$ cat config.mk
export PLATFORM = sky130hd
export DESIGN_NAME = single_wire_humidity_sensor_decoder
export DESIGN_NICKNAME = d
export VERILOG_FILES = /design/src/hw/rtl/swhs_pkg.sv /design/src/hw/rtl/swhs_capture.sv /design/src/hw/rtl/swhs_convert.sv /design/src/hw/rtl/single_wire_humidity_sensor_decoder.sv
export SDC_FILE = /design/constraint.sdc
export NUM_CORES = 1
export LEC_CHECK = 0
export ABC_AREA = 0
export BUFFER_PORTS_ARGS = -buffer_cell sky130_fd_sc_hd__buf_2
export CAP_MARGIN = 15
export CORE_MARGIN = 5
export CORE_UTILIZATION = 35
export DETAILED_ROUTE_END_ITERATION = 8
export GPL_ROUTABILITY_DRIVEN = 0
export SLEW_MARGIN = 20
export SYNTH_ARGS = -nofsm -noshare
export SYNTH_HDL_FRONTEND = slang
export SYNTH_SLANG_ARGS = --single-unit
$ cat constraint.sdc
create_clock -name i_clk -period 7.49 [get_ports i_clk]
set_input_delay 0 -clock i_clk [delete_from_list [all_inputs] [get_ports i_clk]]
set_output_delay 0 -clock i_clk [all_outputs]
set_load 0.01 [all_outputs]
$ cat src/hw/rtl/swhs_pkg.sv
// ----------------------------------------------------------------------------
// swhs_pkg
// Shared types and constants for the single-wire humidity sensor decoder.
// ----------------------------------------------------------------------------
package swhs_pkg;

    localparam int NUM_BYTES = 5;
    localparam logic [6:0] MAX_TRANSITIONS = 7'd85;
    localparam logic [5:0] FRAME_BITS = 6'd40;
    localparam logic [7:0] THRESH_RESET = 8'd16;
    localparam logic [7:0] TIMEOUT_RESET = 8'd255;
    localparam logic [16:0] DIV10_RECIP = 17'd52429;
    localparam int DIV10_SHIFT = 19;

    typedef enum logic [0:0] {
        REG_ONE_THRESHOLD = 1'b0,
        REG_TIMEOUT_LIMIT = 1'b1
    } t_reg_idx;

    typedef enum logic [1:0] {
        ST_GOOD  = 2'd0,
        ST_CSUM  = 2'd1,
        ST_SHORT = 2'd2
    } t_status;

    typedef struct packed {
        logic                          bits_ok;
        logic [NUM_BYTES-1:0][7:0]     bytes;
    } t_frame;

endpackage

$ cat src/hw/rtl/swhs_capture.sv
// ----------------------------------------------------------------------------
// swhs_capture
// Run-length measurement, transition counting and bit capture; latches the
// finished frame for conversion.
// ----------------------------------------------------------------------------
module swhs_capture (
    input  logic                i_clk,
    input  logic                i_rst_n,
    input  logic                i_cfg_we,
    input  logic [0:0]          i_cfg_idx,
    input  logic [7:0]          i_cfg_data,
    input  logic                i_valid,
    input  logic                i_start,
    input  logic                i_level,
    output logic                o_ready,
    input  logic                i_take,
    output logic                o_fin_vld,
    output swhs_pkg::t_frame    o_fin
);
    import swhs_pkg::*;

    logic [7:0]       r_thresh;
    logic [7:0]       r_timeout;
    logic             r_capturing, n_capturing;
    logic             r_prev, n_prev;
    logic [7:0]       r_run, n_run;
    logic [6:0]       r_tidx, n_tidx;
    logic [5:0]       r_bc, n_bc;
    logic [4:0][7:0]  r_bytes, n_bytes;
    logic             r_fin_vld;
    t_frame           r_fin;
    logic             fin_adv;
    logic             accept;
    logic             finish;
    logic [2:0]       byte_idx;

    assign fin_adv = !r_fin_vld || i_take;
    assign o_ready = fin_adv;
    assign accept  = i_valid && fin_adv;
    assign byte_idx = r_bc[5:3];

    always_comb begin
        n_capturing = r_capturing;
        n_prev      = r_prev;
        n_run       = r_run;
        n_tidx      = r_tidx;
        n_bc        = r_bc;
        n_bytes     = r_bytes;
        finish      = 1'b0;
        if (i_start) begin
            n_capturing = 1'b1;
            n_prev      = 1'b1;
            n_run       = '0;
            n_tidx      = '0;
            n_bc        = '0;
            n_bytes     = '0;
        end else if (r_capturing) begin
            if (i_level == r_prev) begin
                n_run  = r_run + 8'd1;
                finish = (n_run == r_timeout);
            end else begin
                if (r_tidx >= 7'd4 && !r_tidx[0] && r_bc < FRAME_BITS) begin
                    for (int k = 0; k < NUM_BYTES; k++) begin
                        if (byte_idx == 3'(k)) begin
                            n_bytes[k] = {r_bytes[k][6:0], (r_run > r_thresh)};
                        end
                    end
                    n_bc = r_bc + 6'd1;
                end
                n_prev = i_level;
                n_run  = '0;
                n_tidx = r_tidx + 7'd1;
                finish = (n_tidx >= MAX_TRANSITIONS);
            end
            if (finish) begin
                n_capturing = 1'b0;
            end
        end
    end

    always_ff @(posedge i_clk) begin
        if (!i_rst_n) begin
            r_thresh    <= THRESH_RESET;
            r_timeout   <= TIMEOUT_RESET;
            r_capturing <= 1'b0;
            r_prev      <= 1'b1;
            r_run       <= '0;
            r_tidx      <= '0;
            r_bc        <= '0;
            r_bytes     <= '0;
            r_fin_vld   <= 1'b0;
        end else begin
            if (i_cfg_we) begin
                unique case (t_reg_idx'(i_cfg_idx))
                    REG_ONE_THRESHOLD: r_thresh  <= i_cfg_data;
                    REG_TIMEOUT_LIMIT: r_timeout <= i_cfg_data;
                    default: ;
                endcase
            end
            if (accept) begin
                r_capturing <= n_capturing;
                r_prev      <= n_prev;
                r_run       <= n_run;
                r_tidx      <= n_tidx;
                r_bc        <= n_bc;
                r_bytes     <= n_bytes;
            end
            if (fin_adv) begin
                r_fin_vld <= accept && finish;
            end
        end
    end

    always_ff @(posedge i_clk) begin
        if (accept && finish) begin
            r_fin.bits_ok <= (n_bc >= FRAME_BITS);
            r_fin.bytes   <= n_bytes;
        end
    end

    assign o_fin_vld = r_fin_vld;
    assign o_fin     = r_fin;

`ifndef SYNTH
    a_bc_bound: assert property (@(posedge i_clk) disable iff (!i_rst_n)
        r_bc <= FRAME_BITS)
        else $error("bit count beyond frame length");

    a_tidx_bound: assert property (@(posedge i_clk) disable iff (!i_rst_n)
        r_capturing |-> r_tidx < MAX_TRANSITIONS)
        else $error("transition index past frame end while capturing");

    a_start_clears: assert property (@(posedge i_clk) disable iff (!i_rst_n)
        accept && i_start |=> r_capturing && r_bc == '0 && r_tidx == '0)
        else $error("start request did not rearm capture");

    a_fin_hold: assert property (@(posedge i_clk) disable iff (!i_rst_n)
        r_fin_vld && !i_take |=> r_fin_vld && $stable(r_fin))
        else $error("pending frame lost while stalled");
`endif

endmodule

$ cat src/hw/rtl/swhs_convert.sv
// ----------------------------------------------------------------------------
// swhs_convert
// Frame check and conversion to tenths and whole units; result register.
// ----------------------------------------------------------------------------
module swhs_convert (
    input  logic                i_clk,
    input  logic                i_rst_n,
    input  logic                i_fin_vld,
    input  swhs_pkg::t_frame    i_fin,
    output logic                o_take,
    output logic                o_valid,
    input  logic                i_ready,
    output logic [1:0]          o_status,
    output logic [15:0]         o_hum,
    output logic [15:0]         o_temp,
    output logic [12:0]         o_humw,
    output logic [12:0]         o_tempw
);
    import swhs_pkg::*;

    logic             out_load;
    logic             r_valid;
    t_status          r_status, n_status;
    logic [15:0]      r_hum, n_hum;
    logic [15:0]      r_temp, n_temp;
    logic [12:0]      r_humw, n_humw;
    logic [12:0]      r_tempw, n_tempw;
    logic [7:0]       csum;
    logic [15:0]      hum;
    logic [14:0]      mag;
    logic [32:0]      hum_prod;
    logic [31:0]      mag_prod;
    logic [12:0]      humw;
    logic [11:0]      magw;

    assign out_load = !r_valid || i_ready;
    assign o_take   = out_load;

    assign csum     = i_fin.bytes[0] + i_fin.bytes[1] + i_fin.bytes[2] + i_fin.bytes[3];
    assign hum      = {i_fin.bytes[0], i_fin.bytes[1]};
    assign mag      = {i_fin.bytes[2][6:0], i_fin.bytes[3]};
    assign hum_prod = hum * DIV10_RECIP;
    assign mag_prod = mag * DIV10_RECIP;
    assign humw     = hum_prod[DIV10_SHIFT +: 13];
    assign magw     = mag_prod[DIV10_SHIFT +: 12];

    always_comb begin
        n_status = ST_GOOD;
        n_hum    = '0;
        n_temp   = '0;
        n_humw   = '0;
        n_tempw  = '0;
        priority if (!i_fin.bits_ok) begin
            n_status = ST_SHORT;
        end else if (i_fin.bytes[4] != csum) begin
            n_status = ST_CSUM;
        end else begin
            n_hum  = hum;
            n_humw = humw;
            if (i_fin.bytes[2][7]) begin
                n_temp  = 16'd0 - {1'b0, mag};
                n_tempw = 13'd0 - {1'b0, magw};
            end else begin
                n_temp  = {1'b0, mag};
                n_tempw = {1'b0, magw};
            end
        end
    end

    always_ff @(posedge i_clk) begin
        if (!i_rst_n) begin
            r_valid <= 1'b0;
        end else if (out_load) begin
            r_valid <= i_fin_vld;
        end
    end

    always_ff @(posedge i_clk) begin
        if (out_load && i_fin_vld) begin
            r_status <= n_status;
            r_hum    <= n_hum;
            r_temp   <= n_temp;
            r_humw   <= n_humw;
            r_tempw  <= n_tempw;
        end
    end

    assign o_valid  = r_valid;
    assign o_status = r_status;
    assign o_hum    = r_hum;
    assign o_temp   = r_temp;
    assign o_humw   = r_humw;
    assign o_tempw  = r_tempw;

`ifndef SYNTH
    a_bad_zero: assert property (@(posedge i_clk) disable iff (!i_rst_n)
        r_valid && r_status != ST_GOOD |-> r_hum == '0 && r_temp == '0
            && r_humw == '0 && r_tempw == '0)
        else $error("bad frame carries nonzero values");

    a_load_from_fin: assert property (@(posedge i_clk) disable iff (!i_rst_n)
        out_load && i_fin_vld |=> r_valid)
        else $error("finished frame not registered");

    a_hold: assert property (@(posedge i_clk) disable iff (!i_rst_n)
        r_valid && !i_ready |=> r_valid && $stable(r_hum) && $stable(r_status))
        else $error("stalled result changed");
`endif

endmodule

$ cat src/hw/rtl/single_wire_humidity_sensor_decoder.sv
// ----------------------------------------------------------------------------
// single_wire_humidity_sensor_decoder
// Decodes a single-wire humidity and temperature sensor frame from per-tick
// line samples.
// ----------------------------------------------------------------------------
// Usage:
//   Input stream: one request per microsecond tick; tuser is the start flag,
//   tdata bit 0 the sampled line level. A start request rearms the capture
//   and its level is ignored. Requests are taken one per cycle while o_s_tready is high.
//   Output stream: one result per finished frame (transition count reached
//   or a run hit timeout_limit). tuser carries status, tdata the values.
//   Path: the request that ends a frame is registered in the capture stage's
//   frame latch, then converted into the result register on the output.
//   Throughput: one request per cycle while o_s_tready is high; the frame latch
//   and the result register let capture keep running while a result waits.
//   Stall: while the result register and the frame latch are both full and
//   the receiver holds tready low, o_s_tready drops.
//   Reset: thresholds return to 16 and 255, capture is idle, no result.
//   Configuration writes take effect on the next cycle.
// ----------------------------------------------------------------------------
module single_wire_humidity_sensor_decoder (
    input  logic        i_clk,
    input  logic        i_rst_n,
    input  logic        i_cfg_we,
    input  logic [0:0]  i_cfg_idx,
    input  logic [7:0]  i_cfg_data,
    input  logic        i_s_tvalid,
    output logic        o_s_tready,
    input  logic [7:0]  i_s_tdata,   // [0] line_level, [7:1] zero
    input  logic        i_s_tuser,   // [0] start_req
    output logic        o_m_tvalid,
    input  logic        i_m_tready,
    output logic [63:0] o_m_tdata,   // [15:0] humidity_tenths, [31:16] temperature_tenths,
                                     // [44:32] humidity_whole, [57:45] temperature_whole
    output logic [1:0]  o_m_tuser    // [1:0] status
);
    import swhs_pkg::*;

    logic        fin_vld;
    t_frame      fin;
    logic        take;
    logic [15:0] hum;
    logic [15:0] temp;
    logic [12:0] humw;
    logic [12:0] tempw;

    swhs_capture u_capture (
        .i_clk      (i_clk),
        .i_rst_n    (i_rst_n),
        .i_cfg_we   (i_cfg_we),
        .i_cfg_idx  (i_cfg_idx),
        .i_cfg_data (i_cfg_data),
        .i_valid    (i_s_tvalid),
        .i_start    (i_s_tuser),
        .i_level    (i_s_tdata[0]),
        .o_ready    (o_s_tready),
        .i_take     (take),
        .o_fin_vld  (fin_vld),
        .o_fin      (fin)
    );

    swhs_convert u_convert (
        .i_clk     (i_clk),
        .i_rst_n   (i_rst_n),
        .i_fin_vld (fin_vld),
        .i_fin     (fin),
        .o_take    (take),
        .o_valid   (o_m_tvalid),
        .i_ready   (i_m_tready),
        .o_status  (o_m_tuser),
        .o_hum     (hum),
        .o_temp    (temp),
        .o_humw    (humw),
        .o_tempw   (tempw)
    );

    assign o_m_tdata = {6'd0, tempw, humw, temp, hum};

endmodule
==> impl_metrics.ini <==
[placed_design]
dp_hpwl_um = 29000
io_buffers = 77
placed_area_um2 = 18000
dp.cells = 2353

[layout]
final_nets = 2218
stdcell_count = 2396
layout-drive-gt1-share_pct = 7.92
syn_to_final_growth_pct = 10.5
antenna_cells = 0
postLayoutCellArea_um2 = 18700

[yosys]
synthTopCellsByArea = ha_1 20%, edfxtp_1 18%, fa_1 18%
synth_edf_count = 101
syn_avg_cell_area_um2 = 10.0
syn_area_um2 = 16900
async_flop_share_pct = 0
synth_largest_area_cell = ha_1
postSynthCellCount = 1690
yosysSeqAreaShare_pct = 27.5
synth_ff_type = edfxtp_1
synth_top_area_share_pct = 20.4
synth.distinct_cells = 72
ys_warn_count = 0
yosys_register_bits = 182

[outcome]
status = complete, no violations

[sta]
report.final.hold_viol_count = 0
slew_viol_final = 0
max_clock_freq_ghz = 0.149
worstMarginPinSlew_ns = 0.882
period_share_pct = 89.6
fin_skew_ns = 0.0114
setup_viol = 0
tns_ns = 0
period_minus_slack_ns = 6.71
slew_headroom_pct = 41.2
rsz0062_at_grt = no

[cts]
clockBufferDepth = 2
cts.sinks = 182
clkTransAtPathRegs_ns = 0.08
cts_max_level = 4
post-cts-setup-buffer-count = 0
numCtsBuffers = 17
cts_tree = yes
worstSkewPairLatency_ns = 0.45
ctsRootBufferMaster = clkbuf_16
postCtsResizedCells = 0

[detailed_routing]
vias = 11700
wl_um = 37000
dr.pass1.iters = 5
post_drt_wl_per_cell_um = 15.4
drc = 0
drt_iter0_markers = 705
vias_per_cell = 4.89
ant_nets = 0

[global_route]
overflow = 0
globalRouteMet3Util_pct = 3.22
global_route.usage.met2_pct = 23.6
grt_use_met1_pct = 19.2
antenna_found_initial = 0
grt_pass1_vias = 12000
grt_pass1_wl_um = 61900
grt_use_total_pct = 14.3
grt_max_degree = 82
grt.busiest_layer = met2

[critical_path]
path_cells = inv_1 > ha_1 > inv_1 > fa_1 > inv_1 > fa_1 > fa_1 > fa_1 > ha_1 > ha_1 > nand2_1 > o21ai_0 > a211oi_1 > o31ai_1 > xnor2_1 > ha_1 > and4b_1 > nand4_1 > o31ai_1 > xnor2_1 > nor2_1
worstPathArrival_ns = 6.89
cpPeakStageDelay_ns = 0.64
cp_num_buf_inv = 3
critical_path_class = flop to flop
startpoint = u_capture.o_fin[28]
critPathSlowestCell = o31ai_1
reg2reg_from = u_capture.o_fin[28]
cp-start-kind = flop
cp_max_fo = 5
path_delay_family = adder cells
cp-end-kind = flop
crit_required_ns = 7.67

[worst_hold_path]
hold_start = i_cfg_we
hold_path.class = input port to flop

[pwr]
peakVddDrop_v = 0.000135
power_mw = 2.06
leakage_nw = 9.03
powerDensity_nw_per_um2 = 110

[floorplanning]
num_rows = 80
start_util_pct = 35.4
die-area_um2 = 52900
die_width_um = 230
die_h_um = 230
ios = 91
coreArea_um2 = 47800

[job]
max-cap-violations = 0
[registers in the layout (all words and copies together), names as in the netlist]
| signal | count |
|---|---|
| u_capture.o_fin | 41 |
| u_capture.r_bytes | 40 |
| u_convert.o_hum | 16 |
| u_convert.o_temp | 16 |
| u_convert.o_humw | 13 |
| u_convert.o_tempw | 13 |
| u_capture.r_run | 8 |
| u_capture.r_thresh | 8 |
| u_capture.r_timeout | 8 |
| u_capture.r_tidx | 7 |
| u_capture.r_bc | 6 |
| u_convert.o_status | 2 |
| u_capture.o_fin_vld | 1 |
| u_capture.r_capturing | 1 |
| u_capture.r_prev | 1 |
| u_convert.o_valid | 1 |
[final cells by class]
type	instances	area [µm²]
inverters	265	995
flip-flops and latches	182	4650
repair buffers	102	603
multi-input cells	1200	11100
well taps	615	769
clock buffers	18	429
fillers	4699	29100
clock inverters	14	160
[tightest hold or removal path, delay by kind of cell]
kind	cells	cell delay, ns
buffers and inverters	1	0.10
AO/OA/AOI/OAI	1	0.06
AND/OR/NAND/NOR	2	0.28
[final timing paths]
| kind | to | cells after the start | slack, ns |
|---|---|---|---|
| worst max-delay path | u_convert.o_tempw[10] | 21 | 0.78 |
| worst min-delay path | u_capture.r_thresh[0] | 4 | 0.04 |
| worst max register to register | u_convert.o_tempw[10] | 21 | 0.78 |
| worst min register to register | u_capture.r_bytes[7] | 2 | 0.47 |
[synth_stat cells, drive strengths merged (9+ instances only)]
master,number
fa,151
nand3,28
nand4,12
nand2,165
ha,276
nor3,16
nor2b,19
inv,264
xor2,28
dfxtp,81
a21oi,39
o21ai,39
a211oi,9
edfxtp,101
buf,20
and2,16
xnor2,62
a21o,14
a21boi,54
nor2,111
clkbuf,28
and3,24
mux2i,41
[power by group]
| part | internal (mW) | leakage (nW) | switching (mW) |
|---|---|---|---|
| Clock | 0.503 | 0.290 | 0.441 |
| Sequential | 1.05 | 1.63 | 0.00408 |
| Combinational | 0.0219 | 7.11 | 0.0397 |
[logic make-up (layout without fill, tap and decap cells)]
family                   count (synthesis)  count (layout)  share of synthesized area [%]
XOR/XNOR                                90              90                           4.70
AND/OR/NAND/NOR                        423             423                           11.5
buffers and inverters                  313             399                           7.11
flip-flops                             182             182                           27.5
adder cells (fa/ha/maj)                427             427                           38.2
multiplexers                            42              42                           2.51
AO/OA/AOI/OAI                          212             212                           8.47
other                                    1               6                         0.0221
[metal layers]
layer / wire length, µm / share of wire (%)
met1: 17100 / 46
met2: 17500 / 47
met3: 1710 / 4.6
met4: 705 / 1.9
met5: 0 / 0
[per-stage QoR]
step	hold slack, ns	util [%]	setup slack, ns
3_3_place_gp	0.225	37.7	0.892
4_1_cts	0.0205	39.1	0.763
3_5_place_dp	0.232	37.7	0.800
2_1_floorplan	0.124	-	1.43
5_1_grt	0.0592	39.1	0.399
6_report	0.0391	39.1	0.780
[cells in the final DEF, fill, tap and decap left out, types with 5 or more instances in the layout]
master / Yosys / final
nand3_1: 28 / 28
inv_6: 0 / 7
o21bai_1: 5 / 5
a21oi_1: 38 / 38
or3_1: 5 / 5
o21ai_0: 38 / 37
clkbuf_16: 0 / 17
edfxtp_1: 101 / 101
conb_1: 1 / 6
and2_1: 16 / 16
o31ai_1: 8 / 8
a211oi_1: 7 / 7
nor2b_1: 19 / 18
nand2_1: 165 / 164
mux2i_1: 41 / 41
nor2_1: 111 / 111
and3_1: 24 / 24
xor2_1: 27 / 27
o21a_1: 5 / 5
dfxtp_1: 81 / 81
a22oi_1: 5 / 5
fa_1: 151 / 151
ha_1: 276 / 276
inv_1: 262 / 262
a21boi_0: 54 / 54
o211ai_1: 7 / 7
nor3_1: 15 / 14
dlygate4sd3_1: 0 / 11
nand4_1: 12 / 12
buf_4: 6 / 15
a21o_1: 13 / 13
a31oi_1: 8 / 8
xnor2_1: 62 / 62
buf_2: 6 / 76
[what timing repair did]
| item | CTS | global route |
|---|---|---|
| endpoints found under the hold margin | 19 | 0 |
| setup endpoints to repair | 0 | 0 |
| hold buffers | 11 | 0 |
Power figures use the tool's default switching activity.
